**config.mk**
```make
export PLATFORM = sky130hd
export DESIGN_NAME = blb_ctrl
export DESIGN_NICKNAME = d
export VERILOG_FILES = /design/src/hdl/blb_pkg.sv /design/src/hdl/blb_ctrl.sv
export SDC_FILE = /design/constraint.sdc
export NUM_CORES = 1
export LEC_CHECK = 0
export ABC_CLOCK_PERIOD_IN_PS = 6500
export CAP_MARGIN = 20
export CORE_MARGIN = 2
export CORE_UTILIZATION = 58
export CTS_CLUSTER_DIAMETER = 200
export DETAILED_ROUTE_END_ITERATION = 16
export DONT_BUFFER_PORTS = 1
export GPL_TIMING_DRIVEN = 0
export HOLD_SLACK_MARGIN = 0.02
export PLACE_DENSITY = 0.76
export SLEW_MARGIN = 10
export SYNTH_ARGS = -nofsm -noshare
export SYNTH_HDL_FRONTEND = slang
export SYNTH_SLANG_ARGS = --single-unit
export TNS_END_PERCENT = 5
```
**constraint.sdc**
```tcl
create_clock -name clk -period 6.5 [get_ports clk]
set_clock_uncertainty 0.1 [all_clocks]
set_input_delay 1.95 -clock clk [delete_from_list [all_inputs] [get_ports clk]]
set_output_delay 1.95 -clock clk [all_outputs]
set_load 0.1 [all_outputs]
```
**src/hdl/blb_pkg.sv**
```systemverilog
package blb_pkg;

  // Field widths of the command and result words
  localparam int CMD_W    = 3;
  localparam int LNUM_W   = 4;
  localparam int AMT_W    = 6;
  localparam int DATA_W   = 32;
  localparam int RIDX_W   = 4;
  localparam int STATUS_W = 4;
  localparam int CNT_W    = 5;
  // Wide enough for capacity plus delta against the largest capacity limit
  localparam int SIZE_W   = 10;

  // Command codes
  localparam logic [CMD_W-1:0] CMD_CREATE   = 3'd0;
  localparam logic [CMD_W-1:0] CMD_APPEND   = 3'd1;
  localparam logic [CMD_W-1:0] CMD_REM_LAST = 3'd2;
  localparam logic [CMD_W-1:0] CMD_REM_VAL  = 3'd3;
  localparam logic [CMD_W-1:0] CMD_RESIZE   = 3'd4;
  localparam logic [CMD_W-1:0] CMD_READ     = 3'd5;

  // Status codes
  localparam logic [STATUS_W-1:0] ST_OK           = 4'd0;
  localparam logic [STATUS_W-1:0] ST_BAD_LIST     = 4'd1;
  localparam logic [STATUS_W-1:0] ST_BAD_SIZE     = 4'd2;
  localparam logic [STATUS_W-1:0] ST_EXISTS       = 4'd3;
  localparam logic [STATUS_W-1:0] ST_NO_MEMORY    = 4'd4;
  localparam logic [STATUS_W-1:0] ST_FULL         = 4'd5;
  localparam logic [STATUS_W-1:0] ST_NO_LIST      = 4'd6;
  localparam logic [STATUS_W-1:0] ST_EMPTY        = 4'd7;
  localparam logic [STATUS_W-1:0] ST_NOT_FOUND    = 4'd8;
  localparam logic [STATUS_W-1:0] ST_BAD_NEW_SIZE = 4'd9;
  localparam logic [STATUS_W-1:0] ST_BAD_INDEX    = 4'd10;

  // Sequencer states
  typedef enum logic [5:0] {
    S_IDLE = 6'b000001,
    S_EXEC = 6'b000010,
    S_READ = 6'b000100,
    S_SRCH = 6'b001000,
    S_SHRD = 6'b010000,
    S_SHWR = 6'b100000
  } state_t;

endpackage

```
**src/hdl/blb_ctrl.sv**
```systemverilog
module blb_ctrl
  import blb_pkg::*;
#(
  parameter int NUM_LISTS = 10,
  parameter int MAX_CAP   = 16,
  parameter int ADDR_W    = 8
) (
  input  logic                       clk,
  input  logic                       rst,
  input  logic                       start,
  input  logic [CMD_W-1:0]           cmd,
  input  logic [LNUM_W-1:0]          list_number,
  input  logic signed [AMT_W-1:0]    size_amount,
  input  logic signed [DATA_W-1:0]   item_value,
  input  logic [RIDX_W-1:0]          read_index,
  output logic                       busy,
  output logic                       done,
  output logic [STATUS_W-1:0]        status,
  output logic [CNT_W-1:0]           fill_count,
  output logic signed [DATA_W-1:0]   read_value,
  output logic                       mem_en,
  output logic                       mem_we,
  output logic [ADDR_W-1:0]          mem_addr,
  output logic [DATA_W-1:0]          mem_wdata,
  input  logic [DATA_W-1:0]          mem_rdata
);

  localparam int LIST_W = (NUM_LISTS > 1) ? $clog2(NUM_LISTS) : 1;
  localparam logic signed [SIZE_W-1:0] MAX_CAP_S = SIZE_W'(MAX_CAP);
  localparam logic [LNUM_W-1:0] NUM_LISTS_L = LNUM_W'(NUM_LISTS);

  state_t state, state_next;

  // Latched command word
  logic [CMD_W-1:0]         cmd_q;
  logic [LIST_W-1:0]        lst;
  logic                     lst_ok;
  logic signed [AMT_W-1:0]  amt;
  logic [DATA_W-1:0]        val;
  logic [RIDX_W-1:0]        ridx;

  // Position inside the addressed row
  logic [CNT_W-1:0] pos, pos_next;

  // Per-list bookkeeping
  logic [CNT_W-1:0] cap_arr [NUM_LISTS];
  logic [CNT_W-1:0] cnt_arr [NUM_LISTS];
  logic             ex_arr  [NUM_LISTS];

  logic [CNT_W-1:0] cur_cap, cur_cnt, cap_new, cnt_new;
  logic             cur_ex, ex_new, meta_we;

  logic                       fin;
  logic [STATUS_W-1:0]        fin_status;
  logic [CNT_W-1:0]           fin_fill;
  logic [DATA_W-1:0]          fin_rval;
  logic [CNT_W-1:0]           mem_pos;

  logic signed [SIZE_W-1:0]   amt_w, ncap, cnt_w, ridx_w;
  logic                       cmd_known;
  logic                       pos1_lt_cnt;

  assign busy     = (state != S_IDLE);
  assign cur_cap  = cap_arr[lst];
  assign cur_cnt  = cnt_arr[lst];
  assign cur_ex   = ex_arr[lst];
  assign amt_w    = SIZE_W'(amt);
  assign ncap     = $signed({{(SIZE_W-CNT_W){1'b0}}, cur_cap}) + amt_w;
  assign cnt_w    = $signed({{(SIZE_W-CNT_W){1'b0}}, cur_cnt});
  assign ridx_w   = $signed({{(SIZE_W-RIDX_W){1'b0}}, ridx});
  assign cmd_known = (cmd_q == CMD_APPEND) || (cmd_q == CMD_REM_LAST) ||
                     (cmd_q == CMD_REM_VAL) || (cmd_q == CMD_RESIZE) ||
                     (cmd_q == CMD_READ);
  assign pos1_lt_cnt = ({1'b0, pos} + (CNT_W+1)'(1)) < {1'b0, cur_cnt};

  // Row base plus position gives the store address
  assign mem_addr = ADDR_W'(lst) * ADDR_W'(MAX_CAP) + ADDR_W'(mem_pos);

  // Sequence one command: check, access the row, finish
  always_comb begin
    state_next = state;
    pos_next   = pos;
    fin        = 1'b0;
    fin_status = ST_OK;
    fin_fill   = cur_cnt;
    fin_rval   = '0;
    meta_we    = 1'b0;
    cap_new    = cur_cap;
    cnt_new    = cur_cnt;
    ex_new     = cur_ex;
    mem_en     = 1'b0;
    mem_we     = 1'b0;
    mem_pos    = pos;
    mem_wdata  = mem_rdata;
    unique case (state)
      S_IDLE: begin
        if (start) begin
          state_next = S_EXEC;
        end
      end
      S_EXEC: begin
        fin = 1'b1;
        if (!lst_ok) begin
          fin_status = ST_BAD_LIST;
          fin_fill   = '0;
        end else if (cmd_known && !cur_ex) begin
          fin_status = ST_NO_LIST;
        end else begin
          case (cmd_q)
            CMD_CREATE: begin
              if (amt < 1) begin
                fin_status = ST_BAD_SIZE;
              end else if (cur_ex) begin
                fin_status = ST_EXISTS;
              end else if (amt_w > MAX_CAP_S) begin
                fin_status = ST_NO_MEMORY;
              end else begin
                meta_we  = 1'b1;
                ex_new   = 1'b1;
                cap_new  = amt[CNT_W-1:0];
                cnt_new  = '0;
                fin_fill = '0;
              end
            end
            CMD_APPEND: begin
              if (cur_cnt < cur_cap && cnt_w < MAX_CAP_S) begin
                mem_en    = 1'b1;
                mem_we    = 1'b1;
                mem_pos   = cur_cnt;
                mem_wdata = val;
                meta_we   = 1'b1;
                cnt_new   = cur_cnt + CNT_W'(1);
                fin_fill  = cnt_new;
              end else begin
                fin_status = ST_FULL;
              end
            end
            CMD_REM_LAST: begin
              if (cur_cnt == '0) begin
                fin_status = ST_EMPTY;
              end else begin
                meta_we  = 1'b1;
                cnt_new  = cur_cnt - CNT_W'(1);
                fin_fill = cnt_new;
              end
            end
            CMD_REM_VAL: begin
              if (cur_cnt == '0) begin
                fin_status = ST_EMPTY;
              end else begin
                // start the search at the head of the row
                fin        = 1'b0;
                mem_en     = 1'b1;
                mem_pos    = '0;
                pos_next   = '0;
                state_next = S_SRCH;
              end
            end
            CMD_RESIZE: begin
              if (ncap < 1) begin
                fin_status = ST_BAD_NEW_SIZE;
              end else if (ncap > MAX_CAP_S) begin
                fin_status = ST_NO_MEMORY;
              end else begin
                meta_we = 1'b1;
                cap_new = ncap[CNT_W-1:0];
                if (cnt_w > ncap) begin
                  cnt_new = ncap[CNT_W-1:0];
                end
                fin_fill = cnt_new;
              end
            end
            CMD_READ: begin
              if (ridx_w >= cnt_w || ridx_w >= MAX_CAP_S) begin
                fin_status = ST_BAD_INDEX;
              end else begin
                fin        = 1'b0;
                mem_en     = 1'b1;
                mem_pos    = CNT_W'(ridx);
                state_next = S_READ;
              end
            end
            default: begin
              fin_status = ST_OK;
            end
          endcase
        end
        if (fin) begin
          state_next = S_IDLE;
        end
      end
      S_READ: begin
        fin        = 1'b1;
        fin_rval   = mem_rdata;
        state_next = S_IDLE;
      end
      S_SRCH: begin
        if (mem_rdata == val) begin
          // drop this entry; later entries move down one place
          meta_we = 1'b1;
          cnt_new = cur_cnt - CNT_W'(1);
          if (pos1_lt_cnt) begin
            mem_en     = 1'b1;
            mem_pos    = pos + CNT_W'(1);
            state_next = S_SHWR;
          end else begin
            fin        = 1'b1;
            fin_fill   = cnt_new;
            state_next = S_IDLE;
          end
        end else if (!pos1_lt_cnt) begin
          fin        = 1'b1;
          fin_status = ST_NOT_FOUND;
          state_next = S_IDLE;
        end else begin
          mem_en   = 1'b1;
          mem_pos  = pos + CNT_W'(1);
          pos_next = pos + CNT_W'(1);
        end
      end
      S_SHRD: begin
        mem_en     = 1'b1;
        mem_pos    = pos + CNT_W'(1);
        state_next = S_SHWR;
      end
      S_SHWR: begin
        // count already holds the shortened length here
        mem_en    = 1'b1;
        mem_we    = 1'b1;
        mem_pos   = pos;
        mem_wdata = mem_rdata;
        pos_next  = pos + CNT_W'(1);
        if (pos1_lt_cnt) begin
          state_next = S_SHRD;
        end else begin
          fin        = 1'b1;
          state_next = S_IDLE;
        end
      end
      default: begin
        state_next = S_IDLE;
      end
    endcase
  end

  // Control state and list bookkeeping
  always_ff @(posedge clk) begin
    if (rst) begin
      state <= S_IDLE;
      done  <= 1'b0;
      for (int i = 0; i < NUM_LISTS; i++) begin
        cap_arr[i] <= '0;
        cnt_arr[i] <= '0;
        ex_arr[i]  <= 1'b0;
      end
    end else begin
      state <= state_next;
      done  <= fin;
      if (meta_we) begin
        cap_arr[lst] <= cap_new;
        cnt_arr[lst] <= cnt_new;
        ex_arr[lst]  <= ex_new;
      end
    end
  end

  // Capture the command word and the result word
  always_ff @(posedge clk) begin
    pos <= pos_next;
    if (start && !busy) begin
      cmd_q  <= cmd;
      lst_ok <= (list_number != '0) && (list_number <= NUM_LISTS_L);
      lst    <= LIST_W'(list_number - LNUM_W'(1));
      amt    <= size_amount;
      val    <= item_value;
      ridx   <= read_index;
    end
    if (fin) begin
      status     <= fin_status;
      fill_count <= fin_fill;
      read_value <= fin_rval;
    end
  end

endmodule
```
# Word-level counts from Yosys, hierarchy flattened

Memories as Yosys holds them, arrays and structs flattened. A register that Yosys moved wholly into a read port is not among the register bits.
Index checks and enable logic that the tools add are counted.

Add/sub/neg operators: 7
Magnitude comparators: 11
Equality and inequality tests: 24
Muxes and demuxes: 123
Reduce and logical (&&, ||, !) cells: 23

Operators with widths:

| cell                                                           | number |
|---|---|
| two-way mux 5 bit                                              | 35 |
| two-way mux 32 bit                                             | 5 |
| two-way mux 6 bit                                              | 9 |
| two-way mux 4 bit                                              | 12 |
| case mux 5 bit (3 select lines)                                | 3 |
| two-way mux 1 bit                                              | 38 |
| == test 32 bit                                                 | 1 |
| case mux 5 bit (2 select lines)                                | 3 |
| case mux 6 bit (5 select lines)                                | 1 |
| case mux 4 bit (5 select lines)                                | 1 |
| case mux 5 bit (4 select lines)                                | 1 |
| two-way mux 3 bit                                              | 6 |
| inequality test 4 bit (second input constant)                  | 3 |
| case mux 6 bit (2 select lines)                                | 1 |
| adder 5 x 1 -> 5 bit (second input constant)                   | 2 |
| inequality test 2 bit (second input constant)                  | 5 |
| OR reduction 5 bit                                             | 2 |
| inequality test 3 bit (second input constant)                  | 3 |
| case mux 1 bit (3 select lines)                                | 3 |
| adder 8 x 5 -> 8 bit                                           | 1 |
| case mux 4 bit (2 select lines)                                | 1 |
| adder 6 x 6 -> 7 bit                                           | 1 |
| greater-than comparator 6 x 7 -> 1 bit                         | 1 |
| greater-than comparator 7 x 6 -> 1 bit (second input constant) | 1 |
| other kinds (35)                                               | 49 |

Bits in registers: 103
RAM bits: 110
Bits of input ports: 84
Output and inout port bits: 85
Logic and storage cells: 203
Memories: 3

Memory list:

| memory  | words | width | read ports | clocked after memory_dff | wr ports | RTL line       | source |
|---|---|---|---|---|---|---|---|
| cap_arr | 10    | 5     | 1          | 1                        | 10       | blb_ctrl.sv:46 | `logic [CNT_W-1:0] cap_arr [NUM_LISTS];` |
| cnt_arr | 10    | 5     | 1          | 1                        | 10       | blb_ctrl.sv:47 | `logic [CNT_W-1:0] cnt_arr [NUM_LISTS];` |
| ex_arr  | 10    | 1     | 1          | 1                        | 10       | blb_ctrl.sv:48 | `logic ex_arr [NUM_LISTS];` |

# Logic depth before layout (Yosys ltp)

Gate-level depths: netlist (run 1).

Depth in word-level cells: 14
Mapped depth: 23
Mapped depth without buffers: 18

# Worst setup path after synthesis (run 1)

No wires, ideal clock.

Path type: flip-flop to output port
Start: register (tool-made name)
End: output mem_addr[6]
Arrival time: 5.495 ns
Data required time: 4.450 ns
Setup slack: -1.045 ns
Stages on the path, launching flop included: 19
Buffers on the path: 4
Cells stage by stage: dfxtp_1 > buf_4 > buf_6 > mux4_2 > mux2i_1 > or2_2 > o21a_1 > clkbuf_1 > ha_1 > a21o_1 > a21o_1 > a221oi_1 > nand2_1 > clkbuf_1 > o21ai_0 > a31oi_1 > ha_1 > ha_1 > xor2_1

RTL lines:

| what      | RTL line       | source |
|---|---|---|
| to (decl) | blb_ctrl.sv:23 | `output logic [ADDR_W-1:0] mem_addr,` |

==> results summary, run 1 <==
The average size of a mapped cell is 13.0 um^2. The proportion of netlist area held by the largest area contributor is 55.6%. The number of antenna violations at the first check in global routing came out at 0. The number of different library cells in the post-synthesis netlist is 82.

The smallest clock period supported by the final layout is computed as 6920 ps. The count of mapped cells out of synthesis is 1,128. The most frequently used flop master after synthesis is sky130_fd_sc_hd__edfxtp_1. The final reports fail on negative setup slack.

The violation count after the first detailed-routing iteration is 1,227. Summed over all failing endpoints, the final setup total negative slack is -9090 ps. The hold buffer count at cts is 0. Across the run, the number of max-cap violations was 0. The count of flip-flops with a built-in enable after synthesis is 272.

In the final routed layout, each cell accounts on average for 26.1 um. The leakage power summed over all cells is 6.34 nW. The mapped cell area came out at 0.0147 mm^2.

In this run the top signal layer used is met4. The post-route fraction of the period consumed by the critical path is 107%. STA classifies the critical path endpoint as an output pin. For this design, the sink count on the clock tree is 283. The number of rows in the core area came out at 58. For this run, the post-layout net count is 1,334. The area growth from synthesis to layout is 19.3%.

For the worst flop-to-flop path, the logic depth is 20. The final wirelength came out at 41.1 mm. The largest buffer count on any clock path is 3.

The internal reg-to-reg setup slack came out at 100 ps. The routed design uses 19.4 mm of met2 wire. The met1 layer wirelength in the final routing is 15.6 mm. The async set or reset register ratio after synthesis came out at 0%. The fraction of final layout cells with drive strength greater than 1 is 25.5%. The pin slew with the least headroom to its limit came out at 1140 ps.

The sum of overflow across all layers after global routing came out at 0. In this run the tool buffered the top-level ports with 0 buffer cells. At the end of routability-driven placement, the weighted congestion stood at 0.930. The share of the yosys chip area belonging to registers came out at 57.1%.

The DRC violation count after routing came out at 0. The setup-violating endpoint count in the final report came out at 41. The path class of the tightest hold or removal check is reg2reg. The pin count of the biggest net entering global routing came out at 38. Setup repair after global routing could not meet its margin everywhere. The first-pass GRT wire length came out at 60.9 mm.

The data arrival time at the worst-slack endpoint is 4870 ps. STA puts the critical path data required time at 4450 ps. The final hold violation count is 0. The number of top-level pins came out at 169. The flow ran to the end, but the final reports show violations. STA classifies the critical path startpoint as a register. The timing-limited maximum frequency is 144 MHz. The worst setup path endpoint is mem_addr[6].

The clock transition time at the flip-flop clock pins of the worst setup and hold paths came out at 60 ps. The maximum level of the CTS H-tree came out at 1. The number of detailed-route iterations in the first pass is 5. Using the TritonRoute via totals, the vias-per-cell ratio works out to 6.69.

The die covers 0.0266 mm^2. The headroom to the max-slew limit came out at 23.5%. The detailed-route via count is 10,512. The worst setup path is of the reg2out kind. In this run the worst path has a maximum fanout of 6. The endpoint of the worst-slack reg-to-reg timing path is cap_arr[11][2]. The number of inserted diodes is 0. The areal power density over the cells came out at 276 mW/mm^2. The amount of wire on met3 after detailed routing came out at 4.30 mm. The total of flip-flops plus latches after synthesis is 283.

When the netlist entered floorplanning its net count stood at 1,242. The post-detailed-placement half-perimeter wirelength is 28.4 mm. The area inside the core boundary is 0.0250 mm^2. The clock latency on the worst-skew pair is 570 ps.

The smallest setup slack after layout came out at -424 ps. The number of buffers created by CTS is 29. Yosys attributes the largest share of cell area to sky130_fd_sc_hd__edfxtp_1, sky130_fd_sc_hd__mux4_2, sky130_fd_sc_hd__mux2_2, sky130_fd_sc_hd__nor2b_1, sky130_fd_sc_hd__ha_1. From left edge to right edge, the die measures 163 um. The total count of max-transition violations in the final report came to 0.

CTS placed an instance of sky130_fd_sc_hd__clkbuf_16 at the clock tree root. Once the floorplan was initialized, standard cells occupied 58.6% of the core. The synthesis warning total is 0. For this run, the total global-route usage over all layers was measured as 30.4%. From bottom edge to top edge, the die measures 163 um. The worst-case vdd ir drop came out at 0.219 mV. The via count of the first global-routing pass is 10,230. The dominant cell type by area after synthesis is sky130_fd_sc_hd__edfxtp_1.

TritonCTS built the clock tree. Hold timing on the final database bottoms out at a slack of 644 ps. The remaining number of nets flagged by the antenna check after routing is 0.
==> cells by family after synthesis <==
| group | Yosys count | share of synthesized area [%] |
|---|---|---|
| simple gates | 403 | 15.4 |
| fa+ha+maj | 30 | 2.61 |
| xor+xnor | 44 | 2.63 |
| buf+inv | 94 | 2.85 |
| mux | 102 | 10.9 |
| flops | 283 | 57.1 |
| compound gates | 172 | 8.56 |
==> final cells by class <==
cell class                      count  area (um^2)
Sequential cell                   283         8390
Fill cell                        1658         7520
Multi-Input combinational cell    752         6580
Clock buffer                       42          785
Timing Repair Buffer               62          619
Buffer                             57          462
Tap cell                          330          413
Inverter                           35          138
Clock inverter                     11          121
==> repair_timing <==
item,4_1_cts,5_1_grt
setup buffers,33,17
resized for setup,139,49
gates cloned,0,1
pin swaps,15,21
endpoints found under the setup margin,363,337
==> cells in the final DEF, fill, tap and decap left out, types with 19 or more instances in the layout <==
cell	n
sky130_fd_sc_hd__nor2_1	50
sky130_fd_sc_hd__nor2b_1	68
sky130_fd_sc_hd__mux2_4	34
sky130_fd_sc_hd__nand2_1	52
sky130_fd_sc_hd__inv_1	29
sky130_fd_sc_hd__and2_1	40
sky130_fd_sc_hd__mux4_2	41
sky130_fd_sc_hd__o21ai_0	19
sky130_fd_sc_hd__edfxtp_1	272
sky130_fd_sc_hd__nand3_1	20
sky130_fd_sc_hd__nor4_1	42
sky130_fd_sc_hd__clkbuf_16	29
sky130_fd_sc_hd__xnor2_1	38
sky130_fd_sc_hd__buf_4	46
sky130_fd_sc_hd__ha_1	22
sky130_fd_sc_hd__clkbuf_1	41
sky130_fd_sc_hd__a21oi_1	33
==> Yosys cell counts (all sizes together), types with 23 or more instances <==
cell	instances
xnor2	39
nand3	23
nor4	43
nor3	27
nor2b	69
nor2	52
inv	35
edfxtp	272
mux2	45
nand2	53
clkbuf	38
and2	46
ha	29
a21oi	36
mux4	41
==> power by group <==
group | internal [mW] | switching [mW] | total (mW)
clock network | 0.919 | 0.699 | 1.62
logic | 0.429 | 0.677 | 1.11
registers | 2.05 | 0.0591 | 2.11
total | 3.40 | 1.44 | 4.83
==> layer usage <==
metal / up-vias / global-route usage, %
met5: - / 0
met2: 688 / 49.0
met4: 0 / 11.9
li1: 4550 / -
met1: 5137 / 41.1
met3: 137 / 5.99
==> per-stage QoR <==
stage / instances / setup WS [ps] / instance area [um^2] / util (%) / power (mW)
2_1_floorplan: 1128 / -75.1 / 14800 / - / 2.80
4_1_cts: 1554 / -417 / 17200 / 68.6 / 4.75
3_3_place_gp: 1458 / -1490 / 15200 / 60.7 / 3.01
3_5_place_dp: 1469 / -1150 / 15400 / 61.4 / 3.02
5_1_grt: 1572 / -576 / 17500 / 70.0 / 4.97
6_report: 1572 / -424 / 17500 / 70.0 / 4.83
==> how the worst min path moves through the flow <==
stage / from / endpoint / slack [ps] / cells past startpoint
after global placement: pos[1] / pos[1] / 580 / 1
after floorplan: lst[0] / register / 420 / 2
final: pos[1] / pos[1] / 640 / 1
after CTS: pos[1] / pos[1] / 640 / 1
after detailed placement: pos[1] / pos[1] / 600 / 1
after global routing: pos[1] / pos[1] / 650 / 1
==> critical path, cell delays in order, from the launching register on <==
cell and delay (ps):
sky130_fd_sc_hd__dfxtp_2 360, sky130_fd_sc_hd__buf_12 130, sky130_fd_sc_hd__buf_12 130, sky130_fd_sc_hd__buf_12 120, sky130_fd_sc_hd__buf_12 120, sky130_fd_sc_hd__mux4_2 530, sky130_fd_sc_hd__mux4_2 560, sky130_fd_sc_hd__inv_2 110
sky130_fd_sc_hd__ha_4 200, sky130_fd_sc_hd__a21o_1 150, sky130_fd_sc_hd__a21o_1 200, sky130_fd_sc_hd__a21oi_4 180, sky130_fd_sc_hd__a31oi_4 130, sky130_fd_sc_hd__o41ai_2 280, sky130_fd_sc_hd__a31oi_1 140, sky130_fd_sc_hd__ha_2 210
sky130_fd_sc_hd__ha_4 170, sky130_fd_sc_hd__xor2_4 580
==> registers in the layout (all words and copies together), names as in the netlist, named ones only <==
signal / count
cap_arr: 80
cnt_arr: 80
read_value: 32
val: 32
ex_arr: 16
amt: 6
state: 6
fill_count: 5
pos: 5
lst: 4
ridx: 4
status: 4
cmd_q: 3
done: 1
lst_ok: 1
Power figures use the tool's default switching activity.
==> run 2, diff against run 1 <==
--- a/config.mk
+++ b/config.mk
@@ -7,14 +7,16 @@
 export LEC_CHECK = 0
 export ABC_CLOCK_PERIOD_IN_PS = 6500
 export CAP_MARGIN = 20
+export CELL_PAD_IN_SITES_DETAIL_PLACEMENT = 0
+export CELL_PAD_IN_SITES_GLOBAL_PLACEMENT = 1
 export CORE_MARGIN = 2
-export CORE_UTILIZATION = 58
+export CORE_UTILIZATION = 47
 export CTS_CLUSTER_DIAMETER = 200
 export DETAILED_ROUTE_END_ITERATION = 16
 export DONT_BUFFER_PORTS = 1
 export GPL_TIMING_DRIVEN = 0
 export HOLD_SLACK_MARGIN = 0.02
-export PLACE_DENSITY = 0.76
+export PLACE_DENSITY_LB_ADDON = 0.1
 export SLEW_MARGIN = 10
 export SYNTH_ARGS = -nofsm -noshare
 export SYNTH_HDL_FRONTEND = slang
==> run 2 against run 1 <==
  * The flow still finishes with violations (negative setup slack)
  * Register-to-register slack improved by 40 ps
  * Sequential share of layout area shrank 0.79 points
  * Hold slack worse by 5.9 ps
  * Combinational power hardly changed
  * Non-clock buffer count up 11
  * Fmax shrank 0.82%
  * Design area is 1.7% higher
  * Critical path depth stayed put
  * Total power up 5.5%
  * Highest routed layer unchanged
==> results summary, run 2 (synthesized netlist as in run 1, its figures left out) <==
The smallest setup slack after layout came to -481 ps (-57.1 ps). The sum of overflow across all layers after global routing came out at 0 (unchanged). The kind of launch point of the worst setup path is a register. The post-route cell area came to 0.0178 mm^2 (+1.7%). The fraction of final layout cells with drive strength greater than 1 is 26.9% (+1.4 points). The last weighted congestion value of the routability-driven placer is 0.893 (-3.9%). The post-detailed-placement half-perimeter wirelength came to 30.9 mm (+8.9%). The share of total power in the clock network came to 36.6% (+3.1 points). The number of inserted diodes is 0 (unchanged). The internal power contribution came out at 3.59 mW (+5.6%).

The violation count after the first detailed-routing iteration is 974 (-21%). Leaving out fill and tap cells, the most frequent cell in the layout is sky130_fd_sc_hd__edfxtp_1. The via density per instance is 6.16 (-7.9%).

The number of rows in the core area is 64 (+10%). The setup slack after placement is -1270 ps (-118 ps). The clock transition time at the flip-flop clock pins of the worst setup and hold paths is 60 ps (about the same).

The final critical path time including I/O delays and setup is 6980 ps (+57.1 ps). The largest registers in the layout are cap_arr: 80 flops, cnt_arr: 80 flops. The routed length per instance came out at 26.3 um (+0.62%). The worst hold path belongs to the class reg2reg.

The library cells used most frequently in the layout, excluding fill and tap cells, are sky130_fd_sc_hd__edfxtp_1, sky130_fd_sc_hd__nor2b_1, sky130_fd_sc_hd__buf_4. The count of input and output buffers came out at 0 (unchanged). The final net count is 1,349 (+1.1%).

The required time of the critical path is 4450 ps (about the same). The effective utilization at floorplan is 47.9% (-11 points). The final core area utilization is 58.1% (-12 points).

The leakage power summed over all cells is 6.45 nW (+1.8%). The number of top-level pins is 169 (unchanged). The DRC violation count after routing is 0 (unchanged). The sequential share of power is 41.3% (-2.3 points). The remaining number of nets flagged by the antenna check after routing came out at 0 (unchanged). The number of buffers created by CTS is 34 (+17%). The post-route fraction of the period consumed by the critical path came out at 107% (+0.88 points). The largest fanout on the critical path is 8 (+2). The timing-limited maximum frequency came to 143 MHz (-0.82%). The cell area after placement was 0.0155 mm^2 (+0.54%). The total net switching power is 1.51 mW (+5.4%).

The flow ran to the end, but the final reports show violations. The total die area came out at 0.0327 mm^2 (+23%). Setup repair after global routing could not meet its margin everywhere. The detailed-route via count came out at 10,203 (-2.9%). The area inside the core boundary came to 0.0307 mm^2 (+22%). The total count of max-transition violations in the final report is 0 (unchanged).

The areal power density over the cells came out at 286 mW/mm^2 (+3.8%). The final reports fail on negative setup slack. The first-pass GRT wire length is 63.9 mm (+4.9%). The fraction of power spent switching nets came out at 29.7% (-0.039 points). The critical path is of the reg2out type. The clock latency on the worst-skew pair is 520 ps (-50 ps).

The number of placed cells counting well taps is 1,536 (+4.6%). The total routing resource utilization after global routing was 26.1% (-4.3 points). The worst-case vdd ir drop is 0.241 mV (+10%).

The part of the power in combinational logic is 22.0% (-0.9 points). The number of sinks on the clock net came out at 283 (unchanged). The final hold violation count came out at 0 (unchanged).

The number of max-capacitance violations reported came out at 0 (unchanged). The area growth from synthesis to layout is 21.3%. STA classifies the critical path endpoint as an output pin. The largest buffer count on any clock path is 3 (unchanged). The pin count of the biggest net entering global routing came out at 31 (-18%). The overall die width is 181 um (+11%).

The TritonCTS clock tree is done. The clock root buffer master is sky130_fd_sc_hd__clkbuf_16. The data arrival time at the worst-slack endpoint is 4930 ps (+60 ps). The headroom to the max-slew limit came out at 26.8% (+3.3 points).

The final wirelength is 43.6 mm (+6.1%). The number of antenna violations at the first check in global routing was 1 (+1). The maximum level of the CTS H-tree is 2 (+1).

The number of detailed-route iterations in the first pass is 5 (unchanged). The via count of the first global-routing pass came out at 9,921 (-3.0%). The vertical extent of the die is 181 um (+11%). The post-layout instance count excluding filler cells is 1,657 (+5.4%). The pin slew with the least headroom to its limit is 1090 ps (-49.3 ps).

The setup-violating endpoint count in the final report came out at 41 (unchanged).
-- run 2: final timing paths --
path / startpoint / end / slack, ps / depth (start not counted)
setup / recovery: register / mem_addr[6] / -480 / 17
hold / removal: pos[1] / pos[1] / 640 / 1
setup reg to reg: register / cap_arr[7][4] / 140 / 19
hold reg to reg: pos[1] / pos[1] / 640 / 1
-- run 2: metal layers --
| layer | wire, um | track usage [%] |
|---|---|---|
| met1 | 18200 | 35.4 |
| met2 | 21000 | 42.9 |
| met3 | 3070 | 4.72 |
| met4 | 1290 | 8.00 |
| met5 | 0 | 0 |
-- run 2: metrics by stage --
step	hold slack, ps	setup TNS, ps	power, mW
final	638	-7640	5.10
after global routing	672	-13200	5.27
after CTS	624	-11040	5.03
after detailed placement	601	-228060	3.05
after global placement	586	-330160	3.04
after floorplan	422	-109	2.80
-- run 2: worst max-delay path, stage by stage, from the launching register on --
cell,delay [ps]
sky130_fd_sc_hd__dfxtp_2,360
sky130_fd_sc_hd__buf_12,140
sky130_fd_sc_hd__buf_12,130
sky130_fd_sc_hd__buf_12,120
sky130_fd_sc_hd__buf_12,110
sky130_fd_sc_hd__mux4_2,530
sky130_fd_sc_hd__mux4_2,560
sky130_fd_sc_hd__inv_2,120
sky130_fd_sc_hd__ha_4,200
sky130_fd_sc_hd__a21o_1,150
sky130_fd_sc_hd__a21o_1,180
sky130_fd_sc_hd__a21oi_4,210
sky130_fd_sc_hd__a31oi_4,130
sky130_fd_sc_hd__o41ai_4,350
sky130_fd_sc_hd__a31oi_2,170
sky130_fd_sc_hd__ha_4,190
sky130_fd_sc_hd__ha_4,170
sky130_fd_sc_hd__xor2_4,580
-- run 2: repair_timing --
| item | in CTS | in global routing |
|---|---|---|
| endpoints found under the setup margin | 366 | 280 |
| hold buffers | 0 | 0 |
| resized for setup | 134 | 54 |
| cloned | 1 | 1 |
| setup buffers | 33 | 25 |
| pin swaps | 17 | 17 |
-- run 2: cell type report --
cell class | instances | area [um^2]
Fill cell | 2461 | 12900
Sequential cell | 283 | 8390
Multi-Input combinational cell | 751 | 6560
Clock buffer | 46 | 937
Timing Repair Buffer | 72 | 662
Tap cell | 396 | 495
Buffer | 58 | 469
Clock inverter | 16 | 150
Inverter | 35 | 141
-- run 2: power groups by stage --
stage / logic (mW) / registers, mW / clock network (mW)
6_report: 1.12 / 2.11 / 1.87
5_1_grt: 1.19 / 2.11 / 1.97
4_1_cts: 1.03 / 2.11 / 1.89
3_5_place_dp: 0.907 / 2.14 / 0
3_3_place_gp: 0.898 / 2.14 / 0
2_1_floorplan: 0.674 / 2.13 / 0
